<file path="config.mk">
export PLATFORM = sky130hd
export DESIGN_NAME = zrwp_cfg_regs
export DESIGN_NICKNAME = d
export VERILOG_FILES = /design/src/rtl/core/zrwp_pkg.sv /design/src/rtl/core/zrwp_cfg_regs.sv
export SDC_FILE = /design/constraint.sdc
export NUM_CORES = 1
export LEC_CHECK = 0
export ABC_AREA = 1
export CORE_ASPECT_RATIO = 1.1
export CORE_MARGIN = 2
export CORE_UTILIZATION = 25
export CTS_CLUSTER_DIAMETER = 120
export DETAILED_ROUTE_END_ITERATION = 12
export DONT_BUFFER_PORTS = 1
export GPL_TIMING_DRIVEN = 1
export PLACE_DENSITY_LB_ADDON = 0.3
export SYNTH_ARGS = -nofsm -noshare
export SYNTH_HDL_FRONTEND = slang
export SYNTH_SLANG_ARGS = --single-unit
export TNS_END_PERCENT = 20
</file>
<file path="constraint.sdc">
create_clock -name aclk -period 1.5 [get_ports aclk]
set_clock_uncertainty 0.05 [all_clocks]
set_input_delay 0.075 -clock aclk [delete_from_list [all_inputs] [get_ports aclk]]
set_output_delay 0.075 -clock aclk [all_outputs]
set_load 0.005 [all_outputs]
</file>
<file path="src/rtl/core/zrwp_pkg.sv">
// zrwp_pkg: shared types, constants and angle tables for the zone-to-world point block.
// Used by zrwp_cfg_regs, zrwp_datapath and zone_range_to_world_point_top.
// No dependencies.
package zrwp_pkg;

    localparam int PADDR_W = 5;
    localparam int PDATA_W = 64;
    localparam int REG_W   = 48;
    localparam int COEF_W  = 16;
    localparam int DIST_W  = 16;
    localparam int IDX_W   = 3;
    localparam int COORD_W = 18;
    localparam int NUM_AXES = 3;

    // Register map: register i at byte address 8*i
    typedef enum logic [1:0] {
        REG_ROT_ROW0 = 2'd0,
        REG_ROT_ROW1 = 2'd1,
        REG_ROT_ROW2 = 2'd2,
        REG_TRANS    = 2'd3
    } reg_idx_t;

    // Reset is the identity matrix (1.0 in Q2.14) and zero translation
    localparam logic [REG_W-1:0] ROT_ROW0_RST = 48'h0000_0000_4000;
    localparam logic [REG_W-1:0] ROT_ROW1_RST = 48'h0000_4000_0000;
    localparam logic [REG_W-1:0] ROT_ROW2_RST = 48'h4000_0000_0000;
    localparam logic [REG_W-1:0] TRANS_RST    = 48'h0000_0000_0000;

    // Half an output LSB at Q42, rounds to nearest with ties upward
    localparam logic signed [63:0] ROUND_HALF = 64'sh0000_0200_0000_0000;

    localparam logic signed [COORD_W-1:0] COORD_MAX = 18'sh1FFFF;
    localparam logic signed [COORD_W-1:0] COORD_MIN = 18'sh20000;

    typedef struct packed {
        logic [REG_W-1:0] rot_row2;
        logic [REG_W-1:0] rot_row1;
        logic [REG_W-1:0] rot_row0;
        logic [REG_W-1:0] trans;
    } cfg_t;

    // Signed 16-bit lane of a packed 48-bit register
    function automatic logic signed [COEF_W-1:0] lane16(input logic [REG_W-1:0] w,
                                                        input logic [1:0] idx);
        lane16 = $signed(w[COEF_W*idx +: COEF_W]);
    endfunction

    // Angles span 45 degrees in 8 entries, entries are Q2.14
    function automatic logic signed [COEF_W-1:0] sin_q14(input logic [IDX_W-1:0] i);
        unique case (i)
            3'd0:    sin_q14 = -16'sd6270;
            3'd1:    sin_q14 = -16'sd4536;
            3'd2:    sin_q14 = -16'sd2744;
            3'd3:    sin_q14 = -16'sd919;
            3'd4:    sin_q14 = 16'sd919;
            3'd5:    sin_q14 = 16'sd2744;
            3'd6:    sin_q14 = 16'sd4536;
            3'd7:    sin_q14 = 16'sd6270;
            default: sin_q14 = 16'sd0;
        endcase
    endfunction

    function automatic logic signed [COEF_W-1:0] cos_q14(input logic [IDX_W-1:0] i);
        unique case (i)
            3'd0, 3'd7: cos_q14 = 16'sd15137;
            3'd1, 3'd6: cos_q14 = 16'sd15744;
            3'd2, 3'd5: cos_q14 = 16'sd16153;
            3'd3, 3'd4: cos_q14 = 16'sd16358;
            default:    cos_q14 = 16'sd0;
        endcase
    endfunction

endpackage

</file>
<file path="src/rtl/core/zrwp_cfg_regs.sv">
// zrwp_cfg_regs: APB-style register file for rotation rows and translation.
// Depends on zrwp_pkg.
module zrwp_cfg_regs
    import zrwp_pkg::*;
(
    input  logic               aclk,
    input  logic               aresetn,
    input  logic               psel,
    input  logic               penable,
    input  logic               pwrite,
    input  logic [PADDR_W-1:0] paddr,
    input  logic [PDATA_W-1:0] pwdata,
    output logic [PDATA_W-1:0] prdata,
    output logic               pready,
    output cfg_t               cfg
);

    logic [REG_W-1:0] rot_row0_reg, rot_row1_reg, rot_row2_reg, trans_reg;
    logic             wr_en;
    reg_idx_t         reg_idx;

    assign pready  = 1'b1;
    assign wr_en   = psel && penable && pwrite && pready;
    // byte offset inside a register is ignored
    assign reg_idx = reg_idx_t'(paddr[4:3]);

    always_ff @(posedge aclk) begin
        if (!aresetn) begin
            rot_row0_reg <= ROT_ROW0_RST;
            rot_row1_reg <= ROT_ROW1_RST;
            rot_row2_reg <= ROT_ROW2_RST;
            trans_reg    <= TRANS_RST;
        end else if (wr_en) begin
            unique case (reg_idx)
                REG_ROT_ROW0: rot_row0_reg <= pwdata[REG_W-1:0];
                REG_ROT_ROW1: rot_row1_reg <= pwdata[REG_W-1:0];
                REG_ROT_ROW2: rot_row2_reg <= pwdata[REG_W-1:0];
                REG_TRANS:    trans_reg    <= pwdata[REG_W-1:0];
                default:      ;
            endcase
        end
    end

    always_comb begin
        unique case (reg_idx)
            REG_ROT_ROW0: prdata = {{(PDATA_W-REG_W){1'b0}}, rot_row0_reg};
            REG_ROT_ROW1: prdata = {{(PDATA_W-REG_W){1'b0}}, rot_row1_reg};
            REG_ROT_ROW2: prdata = {{(PDATA_W-REG_W){1'b0}}, rot_row2_reg};
            REG_TRANS:    prdata = {{(PDATA_W-REG_W){1'b0}}, trans_reg};
            default:      prdata = '0;
        endcase
    end

    assign cfg.rot_row0 = rot_row0_reg;
    assign cfg.rot_row1 = rot_row1_reg;
    assign cfg.rot_row2 = rot_row2_reg;
    assign cfg.trans    = trans_reg;

endmodule

</file>
# == Word level (Yosys, flattened, before mapping) ==
# Index checks and enable logic that the tools add are counted.
# totals
reg_bits,192
inputBits,74
out_inout_bits,257
elab_cells,15
# classes
eq_ne,3
muxes,1
reduce_logical,7
# op_table
operator,count
$pmux 64 s4,1
$reduce_and 2->1,4
$eq 2x2->1 const B,2
$eq 2x1->1 const B,1
$logic_and 1x1->1,2
$logic_not 2->1,1

# == Logic depth before layout (Yosys ltp) ==
# logic_depth
word_depth,3
ltp_mapped,7
depth_no_buf,5

# == Least setup slack after synthesis ==
# OpenSTA, ideal clock, no wires.
# synth_timing
path_type,in2reg
from,input port psel
to,register rot_row0_reg[29]
setup_ns,0.113
arrival_time_ns,0.886
t_required_ns,1.337
slack_ns,0.451
path_stages,7
path_buffers,2
cell_sequence,nand2_1 -> nor2_2 -> buf_2 -> buf_2 -> nand3_1 -> nand2_1 -> nor2_1
# synth_via
elab_chain_cells,3
# synth_rtl
element,line_no,text
from (decl),zrwp_cfg_regs.sv:8,"input logic psel,"
$logic_and 1x1->1 (2 in a row),zrwp_cfg_regs.sv:23,assign wr_en = psel && penable && pwrite && pready;
$reduce_and 2->1 (no line),-,
to (signal assigned),zrwp_cfg_regs.sv:35,REG_ROT_ROW0: rot_row0_reg <= pwdata[REG_W-1:0];
to (decl),zrwp_cfg_regs.sv:18,"logic [REG_W-1:0] rot_row0_reg, rot_row1_reg, rot_row2_reg, trans_reg;"
# Every way passes these cells.
# A chain may end at the register's enable or synchronous reset.

# == Final worst setup path ==
# layout_timing
from,register rot_row0_reg[14]
to,output port prdata[14]
# layout_via
elab_chain_cells,1
# layout_rtl
element,line_no,text
$pmux 64 s4,zrwp_cfg_regs.sv:45,unique case (reg_idx)
to (decl),zrwp_cfg_regs.sv:13,"output logic [PDATA_W-1:0] prdata,"
# Every way passes these cells. The select of a mux whose other input is x is not followed.

==> out/metrics.cfg <==
[run_status]
status = complete, no violations

[die]
io_pins = 331
start_util = 0.252
die_h_um = 201
design.die.area_mm2 = 0.0367
rows = 72
fp.dieW_um = 183
core_mm2 = 0.0350

[final_layout]
mostFrequentLayoutCells = 389 x nand2_1, 378 x nor2_1, 193 x nand3_1
insertedDiodeCount = 0
drive_above_1_share = 0.0444
fin_cells = 1932
final_common_cell = nand2_1
syn2layout_area_growth_pct = 30.1
nNetsFinal = 1550

[clock_network]
cts_root_buffer = clkbuf_16
clock_sinks = 192
cts_tree = yes
post_cts_buffers = 0
ctsHtreeMaxLevel = 4
cts_buffers = 17
clock_path_buffers = 2
insertion_delay_ns = 0.46
clkTransAtPathRegs_ns = 0.07

[sta]
finalMaxSlewViolations = 0
rsz0062_at_grt = no
fin_tns_setup_ns = 0
finalSetupViolations = 0
hold_viol = 0
fin_crit_sh = 0.885
holdWs_ns = 0.0493
finalCriticalPeriod_ns = 1.33
fmax_mhz = 753

[critical_path]
cp-end-kind = output pin
r2r-end = rot_row2_reg[46]$_SDFFE_PN1P_
path_class = reg -> out
reg2reg_slack_ns = 0.18
arrival_ns = 1.20
path_max_fanout = 3
cpPeakStageDelay_ns = 0.43
crit_chain = nand2_1, nand4_1
r2r-start = rot_row2_reg[46]$_SDFFE_PN1P_
slowest_stage = dfxtp_1
r2r_cells = 3
worstPathRequired_ns = 1.37
setup.worst_path.start_class = flip-flop

[route]
drtIter0Drc = 482
wl_per_cell_um = 16.7
vias = 9172
drc = 0
routed_wl_mm = 32.2
detail-route-antenna-nets = 0
drtPass1Iterations = 7
vias_per_cell = 4.75

[synth]
syn_area_mm2 = 0.00880
synth-seq-cells = 192
yosysSeqAreaShare = 0.437
yosysUniqueCellTypes = 13
avgSynthCellArea_um2 = 6.36
ys_warn_count = 0
synthCells = 1383

[pwr]
max-vdd-ir-drop_uv = 803
p_leak_nw = 4.61
power.density_mw_per_mm2 = 994

[worst_hold_path]
hp-start = pwrite
min_path_cells = 6
hold_path_class = in -> reg
worstHoldEndpoint = trans_reg[8]$_SDFFE_PN0P_

[placement]
dpl.cell_count = 1748
gp_congestion = 0.737
portBuffers = 0
dpl.hpwl_mm = 18.6

[global_route]
grt_antenna_before_repair = 0
grt_pass1_wl_mm = 49.8
grt.total_usage = 0.174
grt_pass1_vias = 8974
overflow = 0
grt_max_degree = 126

[flow_run]
drv_cap = 0

==> through the flow <==
stage	worst slack (ns)	utilization	instance area, um^2	total power, mW
after floorplan	0.451	-	8860	6.11
after global placement	0.275	0.266	9300	6.30
after detailed placement	0.240	0.266	9300	6.32
after CTS	0.0499	0.327	11400	11.5
after global routing	0.0623	0.328	11500	11.8
final	0.173	0.328	11500	11.4
==> Yosys cell counts, drive strengths merged <==
cell type | number | area (um^2)
nand2 | 389 | 1460
nor2 | 386 | 1450
nand3 | 193 | 966
dfxtp | 192 | 3840
clkbuf | 61 | 229
buf | 57 | 333
inv | 51 | 191
nand4 | 48 | 300
o21ai | 3 | 15.0
conb | 2 | 7.51
clkinv | 1 | 3.75
==> worst max-delay path: cells and delay by family (launching register included) <==
kind             cells  cell delay (ns)
AND/OR/NAND/NOR      2             0.31
flip-flops           1             0.43
==> report_power, final <==
| group | internal, mW | switching (mW) | total (mW) |
|---|---|---|---|
| clock network | 2.66 | 2.15 | 4.81 |
| registers | 5.21 | 0.132 | 5.34 |
| logic | 0.549 | 0.683 | 1.23 |
| total | 8.42 | 2.96 | 11.4 |
==> cell families after synthesis <==
group	count (synthesis)	synth area share
AO/OA/AOI/OAI	3	0.00171
flip-flops	192	0.437
AND/OR/NAND/NOR	1016	0.475
buffers and inverters	170	0.0860
other	2	0.000853
==> what timing repair did <==
action | in CTS | in global routing
setup endpoints to repair | 0 | 5
gates resized for setup | 0 | 2
hold endpoints to repair | 192 | 0
hold buffers | 152 | 0
==> worst max path at each step <==
stage	from	endpoint	slack, ns	cells after the start
CTS	aresetn	trans_reg[6]$_SDFFE_PN0P_	0.05	5
floorplan	psel	rot_row0_reg[29]$_SDFFE_PN0P_	0.45	7
global placement	paddr[3]	prdata[4]	0.28	5
finish	rot_row0_reg[14]$_SDFFE_PN1P_	prdata[14]	0.17	2
global route	rot_row2_reg[46]$_SDFFE_PN1P_	rot_row2_reg[46]$_SDFFE_PN1P_	0.06	3
detailed placement	paddr[3]	prdata[4]	0.24	5
==> routing by layer <==
| metal | track usage | share of wire | vias to the layer above |
|---|---|---|---|
| li1 | - | - | 4486 |
| met1 | 0.208 | 0.42 | 4361 |
| met2 | 0.295 | 0.48 | 283 |
| met3 | 0.0497 | 0.070 | 42 |
| met4 | 0.0651 | 0.022 | 0 |
| met5 | 0 | 0 | - |
==> final cells by class <==
cell class | instances | area, um^2
fillers | 3774 | 23500
multi-input cells | 1036 | 4310
flip-flops and latches | 192 | 3840
repair buffers | 177 | 1940
well taps | 444 | 556
clock buffers | 18 | 439
inverters | 52 | 196
clock inverters | 13 | 160
Power figures use the tool's default switching activity.
